$ cat src/bsw_pkg.sv
// Shared types, constants and the brush recipe lookup for the brush stamp width core.
package bsw_pkg;

    // Beat layout of the input and result channels.
    localparam int S_TDATA_W  = 120;
    localparam int S_TUSER_W  = 2;
    localparam int M_TDATA_W  = 16;

    localparam int THICK_LSB  = 0;
    localparam int INDEX_LSB  = 10;
    localparam int COUNT_LSB  = 21;
    localparam int SPEED_LSB  = 33;
    localparam int SSEED_LSB  = 49;
    localparam int FSEED_LSB  = 81;

    // Brush recipe codes as carried on s_tuser.
    localparam logic [1:0] BRUSH_INK       = 2'd0;
    localparam logic [1:0] BRUSH_PEN       = 2'd1;
    localparam logic [1:0] BRUSH_FINELINER = 2'd2;
    localparam logic [1:0] BRUSH_MARKER    = 2'd3;

    // Largest stroke length; longer counts are saturated to it.
    localparam logic [11:0] MAX_POINTS = 12'd2048;

    // Fixed-point constants.
    localparam logic [16:0] ONE_Q16    = 17'h10000;
    localparam logic [15:0] HALF_Q16   = 16'h8000;
    localparam logic [17:0] THREE_Q16  = 18'd196608;
    localparam logic [12:0] WIDTH_MAX  = 13'd8191;

    // Hash constants.
    localparam logic [31:0] HASH_C1    = 32'h7feb352d;
    localparam logic [31:0] HASH_C2    = 32'h846ca68b;
    localparam logic [31:0] IDX_GOLDEN = 32'h9e3779b1;

    // Fractional divider: 16 quotient bits, two per register stage.
    localparam int DIV_W          = 16;
    localparam int DIV_STAGES     = 8;
    localparam int BITS_PER_STAGE = DIV_W / DIV_STAGES;

    // Pipeline register stages of the top level.
    localparam int ST_IN   = 0;
    localparam int ST_PREP = 1;
    localparam int ST_H2   = 2;
    localparam int ST_H3   = 3;
    localparam int ST_WOB  = 4;
    localparam int ST_T    = ST_PREP + DIV_STAGES + 1;
    localparam int ST_BASE = ST_T + 1;
    localparam int ST_SCL  = ST_T + 2;
    localparam int ST_X    = ST_T + DIV_STAGES + 1;
    localparam int ST_SS   = ST_X + 1;
    localparam int ST_W1   = ST_X + 2;
    localparam int ST_W2   = ST_X + 3;
    localparam int ST_OUT  = ST_X + 4;
    localparam int NST     = ST_OUT + 1;

    // Brush recipe: widths and speed reference Q8.8, noise and taper Q0.16.
    typedef struct packed {
        logic [11:0] minw;
        logic [11:0] maxw;
        logic [12:0] sref;
        logic [14:0] noise;
        logic [13:0] tap;
    } recipe_t;

    // Everything one point carries down the pipeline.
    typedef struct packed {
        logic [1:0]  sel;
        logic [9:0]  thick;
        logic [10:0] idx;
        logic [11:0] cnt;
        logic [15:0] spd;
        logic [31:0] hash;
        logic        single;
        logic        at_end;
        logic        spd_sat;
        logic [11:0] minw;
        logic [11:0] maxw;
        logic [12:0] sref;
        logic [14:0] noise;
        logic [13:0] tap;
        logic [15:0] t_num;
        logic [15:0] t_den;
        logic [15:0] s_num;
        logic        tap_clamp;
        logic [15:0] tap_num;
        logic [16:0] ratio;
        logic [27:0] base;
        logic [21:0] scaled;
        logic [16:0] wob;
        logic [16:0] x;
        logic [16:0] s2;
        logic [16:0] ss;
        logic [21:0] w1;
        logic [22:0] w2;
        logic [12:0] width;
    } pipe_t;

    // Recipe table: ink, pen, fineliner, marker.
    function automatic recipe_t recipe_lookup(input logic [1:0] sel);
        recipe_t r;
        case (sel)
            BRUSH_INK:       r = '{minw: 12'd461,  maxw: 12'd2304, sref: 13'd2304,
                                   noise: 15'd9830,  tap: 14'd9175};
            BRUSH_PEN:       r = '{minw: 12'd256,  maxw: 12'd666,  sref: 13'd1536,
                                   noise: 15'd22938, tap: 14'd6554};
            BRUSH_FINELINER: r = '{minw: 12'd307,  maxw: 12'd486,  sref: 13'd3072,
                                   noise: 15'd3277,  tap: 14'd5243};
            default:         r = '{minw: 12'd1280, maxw: 12'd1920, sref: 13'd5632,
                                   noise: 15'd3277,  tap: 14'd3277};
        endcase
        return r;
    endfunction

endpackage

$ cat src/bsw_qdiv.sv
// Pipelined restoring divider giving floor(num * 2^16 / den) for num below den.
module bsw_qdiv (
    input  logic                                aclk,
    input  logic [bsw_pkg::DIV_STAGES-1:0]      stage_en,
    input  logic [bsw_pkg::DIV_W-1:0]           num_i,
    input  logic [bsw_pkg::DIV_W-1:0]           den_i,
    output logic [bsw_pkg::DIV_W-1:0]           quo_o
);

    logic [bsw_pkg::DIV_W-1:0] rem_reg  [bsw_pkg::DIV_STAGES];
    logic [bsw_pkg::DIV_W-1:0] den_reg  [bsw_pkg::DIV_STAGES];
    logic [bsw_pkg::DIV_W-1:0] quo_reg  [bsw_pkg::DIV_STAGES];
    logic [bsw_pkg::DIV_W-1:0] rem_in   [bsw_pkg::DIV_STAGES];
    logic [bsw_pkg::DIV_W-1:0] den_in   [bsw_pkg::DIV_STAGES];
    logic [bsw_pkg::DIV_W-1:0] quo_in   [bsw_pkg::DIV_STAGES];
    logic [bsw_pkg::DIV_W-1:0] rem_next [bsw_pkg::DIV_STAGES];
    logic [bsw_pkg::DIV_W-1:0] quo_next [bsw_pkg::DIV_STAGES];

    // Each stage takes its operands from the stage before it.
    always_comb begin
        rem_in[0] = num_i;
        den_in[0] = den_i;
        quo_in[0] = '0;
        for (int j = 1; j < bsw_pkg::DIV_STAGES; j++) begin
            rem_in[j] = rem_reg[j-1];
            den_in[j] = den_reg[j-1];
            quo_in[j] = quo_reg[j-1];
        end
    end

    // Shift, compare and subtract, a few quotient bits per stage.
    always_comb begin
        logic [bsw_pkg::DIV_W:0]   sh;
        logic [bsw_pkg::DIV_W-1:0] r;
        logic [bsw_pkg::DIV_W-1:0] q;
        for (int j = 0; j < bsw_pkg::DIV_STAGES; j++) begin
            r = rem_in[j];
            q = quo_in[j];
            for (int b = 0; b < bsw_pkg::BITS_PER_STAGE; b++) begin
                sh = {r, 1'b0};
                if (sh >= {1'b0, den_in[j]}) begin
                    sh = sh - {1'b0, den_in[j]};
                    q  = {q[bsw_pkg::DIV_W-2:0], 1'b1};
                end else begin
                    q  = {q[bsw_pkg::DIV_W-2:0], 1'b0};
                end
                r = sh[bsw_pkg::DIV_W-1:0];
            end
            rem_next[j] = r;
            quo_next[j] = q;
        end
    end

    // Stage registers move with the pipeline enables of the top level.
    always_ff @(posedge aclk) begin
        for (int j = 0; j < bsw_pkg::DIV_STAGES; j++) begin
            if (stage_en[j]) begin
                rem_reg[j] <= rem_next[j];
                den_reg[j] <= den_in[j];
                quo_reg[j] <= quo_next[j];
            end
        end
    end

    assign quo_o = quo_reg[bsw_pkg::DIV_STAGES-1];

endmodule

$ cat config.mk
export PLATFORM = sky130hd
export DESIGN_NAME = bsw_qdiv
export DESIGN_NICKNAME = d
export VERILOG_FILES = /design/src/bsw_pkg.sv /design/src/bsw_qdiv.sv
export SDC_FILE = /design/constraint.sdc
export NUM_CORES = 1
export LEC_CHECK = 0
export BUFFER_PORTS_ARGS = -buffer_cell sky130_fd_sc_hd__clkbuf_2
export CORE_MARGIN = 1
export CORE_UTILIZATION = 65
export DETAILED_ROUTE_END_ITERATION = 10
export PLACE_DENSITY = 0.82
export SYNTH_ARGS = -nofsm -noshare
export SYNTH_HDL_FRONTEND = slang
export SYNTH_SLANG_ARGS = --single-unit
$ cat constraint.sdc
create_clock -name aclk -period 8.9 [get_ports aclk]
set_input_delay 0.445 -clock aclk [delete_from_list [all_inputs] [get_ports aclk]]
set_output_delay 0.445 -clock aclk [all_outputs]
set_load 0.05 [all_outputs]
==> impl_results.md, run 1 <==
* Outcome: complete, no violations
* Required time at the worst-slack endpoint at between 9000 and 10000 ps
* CTS Hold Bufs at 0
* Synth Area per Inst at 10.2 sq um
* Number of synthesized register bits at 296
* Via count at 17.6k
* Post-placement cell count at 2709
* P&R area growth vs syn at 8.17%
* Top cells by area, synth: edfxtp_1 (39%), ha_1 (14%), mux2_2 (6.3%), xnor2_1 (4.6%), a21oi_1 (3.9%)
* R2R Setup Slk at 2260 ps
* CTS tree: yes
* Critical Path Start Type: register
* First-pass GRT wire length at 85700 um
* Nets at 2588
* Worst-Skew Late Latency at between 500 and 600 ps
* WS Path Type: reg -> reg
* Die height at 189 um
* Row count at 68
* 1st-pass router iterations at 7
* HPWL after detailed placement at 41500 um
* H-tree depth at 2
* Critical Path Sink Type: register
* Fmax at roughly 0.15 GHz
* Synth Net Count at 2526
* R2R depth at 19
* Max-Slew Margin vs Limit at 0.217
* Share of post-route cells with drive strength above 1 at 0.123
* Total setup buffers inserted after CTS at 0
* Clock Skew at around 24 ps
* Final wirelength at 53800 um
* Post-layout min period at ~6600 ps
* Core ar. at roughly 0.035 sq mm
* RePlAce Congestion at 0.978
* Number of I/O pins at 57
* Unrepaired setup endpoints after global routing: no
* Asr flop ratio synth at 0
* Ys flop type: edfxtp_1
* Die width at 189 um
* Setup tns final at 0 ps
* Critical Path Fanout Max at 21
* Initial antenna violation count at 0
* Post-Syn Instances at 2229
* Final Slew Violations at 0
* CP Capture Point: rem_reg[4][1]$_DFFE_PP_
* Fin. Hold Viols at 0
* Yosys top cell area share at 0.389
* Synth area leader: edfxtp_1
* Largest net degree at the start of global routing at between 40 and 50
* Worst R2R End: rem_reg[4][1]$_DFFE_PP_
* Gr usage total at 0.299
* Tcrit/Tclk final at 0.746
* # diodes at 0
* Root Driver: clkbuf_16
* Reg-to-reg startpoint: den_reg[3][1]$_DFFE_PP_
* Vias in the first global route at 17.1k
* WL/cell at roughly 20 um
* Top-count cell post-synth: edfxtp_1
* DRC at 0
* Via density at about 6.4
* Depth of the worst hold-timing path at 1
* Multi-input gate area at 0.0131 sq mm
* Die ar. at 0.0359 sq mm
* Filler cells at 2563
* Seq/Total Area, Yosys at 0.389
* Actual slew at the worst max-slew pin at 1180 ps
* Hold Crit Class: in -> reg
* Routed Antenna Nets at 0
* Post-CTS sizing at 0
* TritonCTS Buffers at 35
* Synth warn at 0
* Worst EP arrival at 6910 ps
* CTS sink count at 296
* CP Launch Point: den_reg[3][1]$_DFFE_PP_
* Non-Filler Instances at 2768
* Setup violations, final at 0
* Unique masters post-synth at between 80 and 90
* Starting density of the core at 0.661
* Total grt overflow at 0
* Port Buffers at 56
* Synthesized area at roughly 0.023 sq mm
* Clock transition at the registers of the reported paths at ~60 ps
* 1st-iter DRT viols at roughly 1.4k
* Number of synthesized flops with an enable pin at 296
* CTS max path bufs at 3
* Seq. cell area at 0.00889 sq mm
* Synth top cells by count: edfxtp_1 (296), ha_1 (248), a21oi_1 (178)
* Total of max-cap violations at 0
## layout by cell type, fill, tap and decap left out, types with 21 or more instances in the layout
cell       netlist  routed
xor2_1          59      59
nor2b_1         37      37
nor2_1         133     133
nor3_1          42      42
o21ai_0        125     125
mux2_2         127     127
edfxtp_1       296     296
inv_1          174     174
a211oi_1        26      26
ha_1           248     248
nand2b_1        24      24
clkbuf_16        0      35
nand3_1         34      34
a21oi_1        178     178
o21bai_1        21      21
nand2_1        137     137
nand4_1         30      30
o21a_1          46      46
xnor2_1        119     119
clkbuf_2         0      56
a21o_1          82      82
## worst min-delay path by stage
stage / to / start / slack (ps)
5_1_grt: den_reg[0][3]$_DFFE_PP_ / den_i[3] / 110
6_report: den_reg[0][3]$_DFFE_PP_ / den_i[3] / 110
3_5_place_dp: quo_reg[1][35]$_DFFE_PP_ / quo_reg[1][17]$_DFFE_PP_ / 400
3_3_place_gp: quo_reg[1][59]$_DFFE_PP_ / quo_reg[1][41]$_DFFE_PP_ / 400
4_1_cts: den_reg[0][3]$_DFFE_PP_ / den_i[3] / 100
2_1_floorplan: quo_reg[0][18]$_DFFE_PP_ / quo_reg[0][0]$_DFFE_PP_ / 400
## cell type report
class | count | share of cell area
clock inverters | 20 | 0.0109
multi-input cells | 1721 | 0.531
inverters | 177 | 0.0269
flip-flops and latches | 296 | 0.360
repair buffers | 60 | 0.0126
well taps | 455 | 0.0231
clock buffers | 39 | 0.0361
## worst max-delay path: stages (launching register included)
cell,delay [ps]
edfxtp_1,440
inv_1,160
ha_1,270
nor2b_1,150
o31a_1,310
o41ai_4,330
o211ai_1,190
o2111ai_1,220
nand4_1,890
and2_1,540
ha_1,310
nor2b_1,150
o31ai_1,360
a21oi_1,180
a21oi_1,290
a21oi_1,170
a41oi_1,260
o211ai_1,180
a21oi_4,570
mux2_2,410
## kinds of logic after synthesis
logic type | share of synthesized area
xor gates and xnor gates | 0.0683
buffers and inverters | 0.0370
DFF | 0.389
adders and majority gates | 0.143
and+or+nand+nor | 0.111
AOI/OAI and AO/OA | 0.182
muxes | 0.0702
## stage by stage
stage | setup slack [ps] | utilization | cell area, sq um | hold slack, ps
final | 2260 | 0.715 | 24700 | 113
after global routing | 1720 | 0.715 | 24700 | 107
after CTS | 2360 | 0.715 | 24700 | 105
after detailed placement | 2340 | 0.681 | 23500 | 405
after global placement | 2680 | 0.681 | 23500 | 402
after floorplan | 4010 | - | 22800 | 400
## per-layer routing
layer | GRT usage | part of all wire | up-vias
met3 | 0.0356 | 0.055 | 156
li1 | - | - | 8467
met1 | 0.375 | 0.41 | 8309
met4 | 0.126 | 0.039 | 0
met5 | 0 | 0 | -
met2 | 0.519 | 0.49 | 669
Power of run 1 is not shown: default switching activity piles up to over one toggle a cycle in this logic, so the estimate is an artifact.
==> inputs of run 2 (changes only) <==
--- a/config.mk
+++ b/config.mk
@@ -7,9 +7,9 @@
 export LEC_CHECK = 0
 export BUFFER_PORTS_ARGS = -buffer_cell sky130_fd_sc_hd__clkbuf_2
 export CORE_MARGIN = 1
-export CORE_UTILIZATION = 65
+export CORE_UTILIZATION = 58
 export DETAILED_ROUTE_END_ITERATION = 10
-export PLACE_DENSITY = 0.82
+export PLACE_DENSITY = 0.78
 export SYNTH_ARGS = -nofsm -noshare
 export SYNTH_HDL_FRONTEND = slang
 export SYNTH_SLANG_ARGS = --single-unit
==> constraint.sdc (replaced) <==
create_clock -name aclk -period 6 [get_ports aclk]
set_input_delay 0.3 -clock aclk [delete_from_list [all_inputs] [get_ports aclk]]
set_output_delay 0.3 -clock aclk [all_outputs]
set_load 0.05 [all_outputs]
==> impl_results.md, run 2 (synthesis results as in run 1) <==
* Placed inst area at 0.0237 sq mm (was 0.0235 sq mm)
* Total of max-cap violations at 0 (unchanged)
* WL/cell at 19.4 um (was 19.5 um)
* Crit path cell chain: inv_1, ha_1, nor2b_1, o31a_1, o31a_1, a211o_1, a31oi_2, buf_4, mux2_2, ha_1, a21o_1, a21o_1, a21oi_1, nand2_1, o21ai_0, o21ai_0, nand2_1, nand2b_4, mux2_2 (was inv_1, ha_1, nor2b_1, o31a_1, o41ai_4, o211ai_1, o2111ai_1, nand4_1, and2_1, ha_1, nor2b_1, o31ai_1, a21oi_1, a21oi_1, a21oi_1, a41oi_1, o211ai_1, a21oi_4, mux2_2)
* Critical Path Fanout Max at 19 (was 21)
* Initial antenna violation count at 1 (was 0)
* Commonest cells after routing, fill and taps aside: edfxtp_1 (296), ha_1 (248), a21oi_1 (177), inv_1 (174), nand2_1 (137) (was edfxtp_1 (296), ha_1 (248), a21oi_1 (178), inv_1 (174), nand2_1 (137))
* RePlAce Congestion at 0.955 (was 0.978)
* Row count at 72 (was 68)
* DRC at 0 (unchanged)
* Seq. cell area at 0.00889 sq mm (unchanged)
* Vias in the first global route at 17.1k (about the same)
* Via density at 6.17 (was 6.36)
* Clock Skew at 14.8 ps (was 24.4 ps)
* Largest net degree at the start of global routing at 47 (unchanged)
* Share of post-route cells with drive strength above 1 at 0.129 (was 0.123)
* 1st-pass router iterations at 5 (was 7)
* Worst EP arrival at 5930 ps (was 6910 ps)
* Tcrit/Tclk final at 0.943 (was 0.746)
* Die width at 200 um (was 189 um)
* Gr usage total at 0.275 (was 0.299)
* Depth of the worst hold-timing path at 1 (unchanged)
* CP max stage delay at 560 ps (was 890 ps)
* Hold Crit Class: in -> reg (unchanged)
* Filler cells at 3106 (was 2563)
* R2R depth at 19 (unchanged)
* Port Buffers at 56 (unchanged)
* Crit-path slowest cell: edfxtp_1 (was nand4_1)
* Total grt overflow at 0 (unchanged)
* 1st-iter DRT viols at 1348 (was 1371)
* Die ar. at 0.0402 sq mm (was 0.0359 sq mm)
* Outcome: complete, no violations (unchanged)
* CTS sink count at 296 (unchanged)
* Required time at the worst-slack endpoint at 6270 ps (was 9170 ps)
* Via count at 17.6k (about the same)
* Die height at 200 um (was 189 um)
* Unrepaired setup endpoints after global routing: no (unchanged)
* Setup tns final at 0 ps (unchanged)
* Core ar. at 0.0387 sq mm (was 0.0345 sq mm)
* HPWL after detailed placement at 43000 um (was 41500 um)
* Final Slew Violations at 0 (unchanged)
* Clock transition at the registers of the reported paths at 60 ps (about the same)
* Multi-input gate area at 0.0131 sq mm (about the same)
* Nets at 2612 (was 2588)
* Max-Slew Margin vs Limit at 0.215 (was 0.217)
* WS Path Type: reg -> reg (unchanged)
* H-tree depth at 2 (unchanged)
* # diodes at 0 (unchanged)
* Most common cell after layout, fill and taps aside: edfxtp_1 (unchanged)
* Worst-Skew Late Latency at 540 ps (was 520 ps)
* Post-layout min period at 5660 ps (was 6640 ps)
* Setup violations, final at 0 (unchanged)
* Fin. Hold Viols at 0 (unchanged)
* R2R Setup Slk at 340 ps (was 2260 ps)
* TritonCTS Buffers at 34 (was 35)
* P&R area growth vs syn at 9.61% (was 8.17%)
* First-pass GRT wire length at 88600 um (was 85700 um)
* Fmax at 0.177 GHz (was 0.151 GHz)
* Critical Path Sink Type: register (unchanged)
* CTS tree: yes (unchanged)
* Design Area, Final at 0.0250 sq mm (was 0.0247 sq mm)
* Number of I/O pins at 57 (unchanged)
* CTS max path bufs at 3 (unchanged)
* Actual slew at the worst max-slew pin at 1180 ps (about the same)
* Util after Layout at 0.646 (was 0.715)
* Final wirelength at 55300 um (was 53800 um)
* Critical Path Start Type: register (unchanged)
* Routed Antenna Nets at 0 (unchanged)
* Root Driver: clkbuf_16 (unchanged)
* Starting density of the core at 0.589 (was 0.661)
==> run 2: final timing paths <==
kind | start | to
worst max-delay path | den_reg[2][1]$_DFFE_PP_ | rem_reg[3][2]$_DFFE_PP_
worst min-delay path | den_i[0] | den_reg[0][0]$_DFFE_PP_
worst max register to register | den_reg[2][1]$_DFFE_PP_ | rem_reg[3][2]$_DFFE_PP_
worst min register to register | quo_reg[1][3]$_DFFE_PP_ | quo_reg[1][21]$_DFFE_PP_
==> run 2: area by class of cell <==
type                    count  area share
clock buffers              40      0.0375
clock inverters            21     0.00880
inverters                 177      0.0266
multi-input cells        1721       0.525
flip-flops and latches    296       0.355
well taps                 518      0.0259
repair buffers             85      0.0214
==> run 2: through the flow <==
step	hold slack [ps]	worst slack, ps	instances
detailed placement	405	244	2782
CTS	64.5	199	2858
global placement	401	311	2782
finish	87.5	340	2858
global route	107	30.8	2858
floorplan	399	1110	2229
==> run 2: critical path: cells and delay by family (launching register included) <==
kind | cells | cell delay [ps]
AO/OA/AOI/OAI | 9 | 2350
multiplexers | 2 | 750
adder cells (fa/ha/maj) | 2 | 680
AND/OR/NAND/NOR | 4 | 630
flip-flops | 1 | 560
buffers and inverters | 2 | 440
==> run 2: routing by layer <==
layer	part of all wire	track usage
met1	0.44	0.362
met2	0.49	0.470
met3	0.046	0.0264
met4	0.032	0.103
met5	0	0
==> run 2: what timing repair did <==
item	4_1_cts	5_1_grt
resized for setup	0	4
hold buffers	15	0
setup endpoints to repair	0	42
endpoints found under the hold margin	15	0
setup buffers	0	0
Power of run 2 is left out for the same reason.
==> inputs of run 3 (changes only) <==
--- a/config.mk
+++ b/config.mk
@@ -7,9 +7,9 @@
 export LEC_CHECK = 0
 export BUFFER_PORTS_ARGS = -buffer_cell sky130_fd_sc_hd__clkbuf_2
 export CORE_MARGIN = 1
-export CORE_UTILIZATION = 58
+export CORE_UTILIZATION = 64
 export DETAILED_ROUTE_END_ITERATION = 10
-export PLACE_DENSITY = 0.78
+export PLACE_DENSITY = 0.81
 export SYNTH_ARGS = -nofsm -noshare
 export SYNTH_HDL_FRONTEND = slang
 export SYNTH_SLANG_ARGS = --single-unit
==> constraint.sdc (replaced) <==
create_clock -name aclk -period 5.7 [get_ports aclk]
set_input_delay 0.285 -clock aclk [delete_from_list [all_inputs] [get_ports aclk]]
set_output_delay 0.285 -clock aclk [all_outputs]
set_load 0.05 [all_outputs]
==> impl_results.md, run 3 (synthesis results as in run 1) <==
* Setup tns final at 0 ps (unchanged)
* Critical Path Sink Type: register (unchanged)
* WL/cell at 20.0 um (was 19.4 um)
* Fin. Hold Viols at 0 (unchanged)
* Multi-input gate area at 0.0131 sq mm (about the same)
* R2R depth at 21 (was 19)
* Filler cells at 2506 (was 3106)
* H-tree depth at 2 (unchanged)
* CP Launch Point: den_reg[3][1]$_DFFE_PP_ (was den_reg[2][1]$_DFFE_PP_)
* Routed Antenna Nets at 0 (unchanged)
* Post-layout min period at 5490 ps (was 5660 ps)
* First-pass GRT wire length at 88000 um (was 88600 um)
* Tcrit/Tclk final at 0.963 (was 0.943)
* Clock transition at the registers of the reported paths at 60 ps (about the same)
* Critical Path Start Type: register (unchanged)
* WS Path Type: reg -> reg (unchanged)
* Required time at the worst-slack endpoint at 5980 ps (was 6270 ps)
* Hold EP: den_reg[0][1]$_DFFE_PP_ (was den_reg[0][0]$_DFFE_PP_)
* 1st-pass router iterations at 5 (unchanged)
* CP max stage delay at 490 ps (was 560 ps)
* Crit path cell chain: inv_1, ha_1, nor2b_1, o31a_1, o41ai_4, o211ai_1, o2111ai_1, nand4_1, buf_4, mux2_2, ha_1, o21a_1, o31ai_2, a21oi_1, a21oi_2, a21oi_2, a41oi_1, o211ai_1, a21oi_4, buf_4, mux2_2 (was inv_1, ha_1, nor2b_1, o31a_1, o31a_1, a211o_1, a31oi_2, buf_4, mux2_2, ha_1, a21o_1, a21o_1, a21oi_1, nand2_1, o21ai_0, o21ai_0, nand2_1, nand2b_4, mux2_2)
* CTS max path bufs at 3 (unchanged)
* Crit-path slowest cell: edfxtp_1 (unchanged)
* Reg-to-reg startpoint: den_reg[3][1]$_DFFE_PP_ (was den_reg[2][1]$_DFFE_PP_)
* Max-Slew Margin vs Limit at 0.182 (was 0.215)
* 1st-iter DRT viols at 1389 (was 1348)
* Largest net degree at the start of global routing at 47 (unchanged)
* Outcome: complete, no violations (unchanged)
* Final Slew Violations at 0 (unchanged)
* Critical Path Fanout Max at 17 (was 19)
* Via density at 6.33 (was 6.17)
* Actual slew at the worst max-slew pin at 1230 ps (was 1180 ps)
* Worst R2R End: rem_reg[4][5]$_DFFE_PP_ (was rem_reg[3][2]$_DFFE_PP_)
* Core ar. at 0.0348 sq mm (was 0.0387 sq mm)
* DRC at 0 (unchanged)
* Hold Crit Class: in -> reg (unchanged)
* Row count at 68 (was 72)
* Total grt overflow at 0 (unchanged)
* HPWL after detailed placement at 43000 um (about the same)
* R2R Setup Slk at 210 ps (was 340 ps)
* Unrepaired setup endpoints after global routing: no (unchanged)
* Die width at 191 um (was 200 um)
* Final wirelength at 55900 um (was 55300 um)
* Critical path buffer and inverter count at 3 (was 2)
* Nets at 2616 (was 2612)
* Worst EP arrival at 5770 ps (was 5930 ps)
* Seq. cell area at 0.00889 sq mm (unchanged)
* CTS tree: yes (unchanged)
* P&R area growth vs syn at 9.31% (was 9.61%)
* Hold_sp: den_i[1] (was den_i[0])
* Setup violations, final at 0 (unchanged)
* Starting density of the core at 0.656 (was 0.589)
* Total of max-cap violations at 0 (unchanged)
* # diodes at 0 (unchanged)
* Vias in the first global route at 17.2k (was 17.1k)
* Commonest cells after routing, fill and taps aside: edfxtp_1 (296), ha_1 (248), a21oi_1 (176), inv_1 (174), nand2_1 (137) (was edfxtp_1 (296), ha_1 (248), a21oi_1 (177), inv_1 (174), nand2_1 (137))
* Gr usage total at 0.307 (was 0.275)
* Fmax at 0.182 GHz (was 0.177 GHz)
* RePlAce Congestion at 0.990 (was 0.955)
* Port Buffers at 56 (unchanged)
* Share of post-route cells with drive strength above 1 at 0.132 (was 0.129)
* Number of I/O pins at 57 (unchanged)
* Clock Skew at 28.7 ps (was 14.8 ps)
* Initial antenna violation count at 1 (unchanged)
* Die height at 191 um (was 200 um)
* Worst-Skew Late Latency at 550 ps (was 540 ps)
* Root Driver: clkbuf_16 (unchanged)
* Most common cell after layout, fill and taps aside: edfxtp_1 (unchanged)
* Die ar. at 0.0364 sq mm (was 0.0402 sq mm)
* Depth of the worst hold-timing path at 1 (unchanged)
* Top delay family on crit path: compound AO/OA/AOI/OAI gates (unchanged)
* Via count at 17.7k (was 17.6k)
* CTS sink count at 296 (unchanged)
* TritonCTS Buffers at 34 (unchanged)
-- run 3: final cells by class --
type,instances,area share
clock buffers,36,0.0344
clock inverters,24,0.0101
inverters,177,0.0266
multi-input cells,1721,0.527
flip-flops and latches,296,0.356
well taps,455,0.0228
repair buffers,89,0.0232
-- run 3: worst max-delay path by stage --
stage               depth (start not counted)                  endpoint  slack, ps
CTS                                        21  rem_reg[4][14]$_DFFE_PP_        120
global route                               21  rem_reg[4][14]$_DFFE_PP_         10
finish                                     21   rem_reg[4][5]$_DFFE_PP_        210
global placement                           21  rem_reg[4][10]$_DFFE_PP_        220
detailed placement                         21   rem_reg[4][5]$_DFFE_PP_        140
floorplan                                  22  rem_reg[3][10]$_DFFE_PP_        810
-- run 3: timing repair --
item | 4_1_cts | 5_1_grt
buffers inserted | 0 | 2
hold endpoints to repair | 14 | 0
setup endpoints to repair | 0 | 48
hold buffers | 14 | 0
resized for setup | 0 | 10
-- run 3: metal layers --
layer,track usage,up-vias,routed length (um)
met5,0,-,18
met4,0.138,2,2340
met3,0.0394,144,2950
met2,0.520,601,26800
met1,0.391,8449,23800
li1,-,8513,-
-- run 3: worst reg2reg max path: stages (launching register included) --
cell and delay [ps]:
edfxtp_1 490, inv_1 140, ha_1 310, nor2b_1 140
o31a_1 320, o41ai_4 320, o211ai_1 190, o2111ai_1 210
nand4_1 150, buf_4 220, mux2_2 310, ha_1 380
o21a_1 230, o31ai_2 90, a21oi_1 170, a21oi_2 260
a21oi_2 120, a41oi_1 240, o211ai_1 160, a21oi_4 130
buf_4 270, mux2_2 390
-- run 3: metrics by stage --
| stage | setup slack, ps | cell area, sq um | cells | util | hold WS, ps |
|---|---|---|---|---|---|
| 6_report | 211 | 25000 | 2798 | 0.717 | 27.4 |
| 5_1_grt | 13.1 | 25000 | 2798 | 0.717 | 16.5 |
| 4_1_cts | 117 | 24900 | 2796 | 0.715 | 12.2 |
| 3_5_place_dp | 140 | 23600 | 2722 | 0.679 | 405 |
| 3_3_place_gp | 215 | 23600 | 2722 | 0.679 | 401 |
| 2_1_floorplan | 810 | 22800 | 2229 | - | 384 |
Power of run 3 is left out for the same reason.
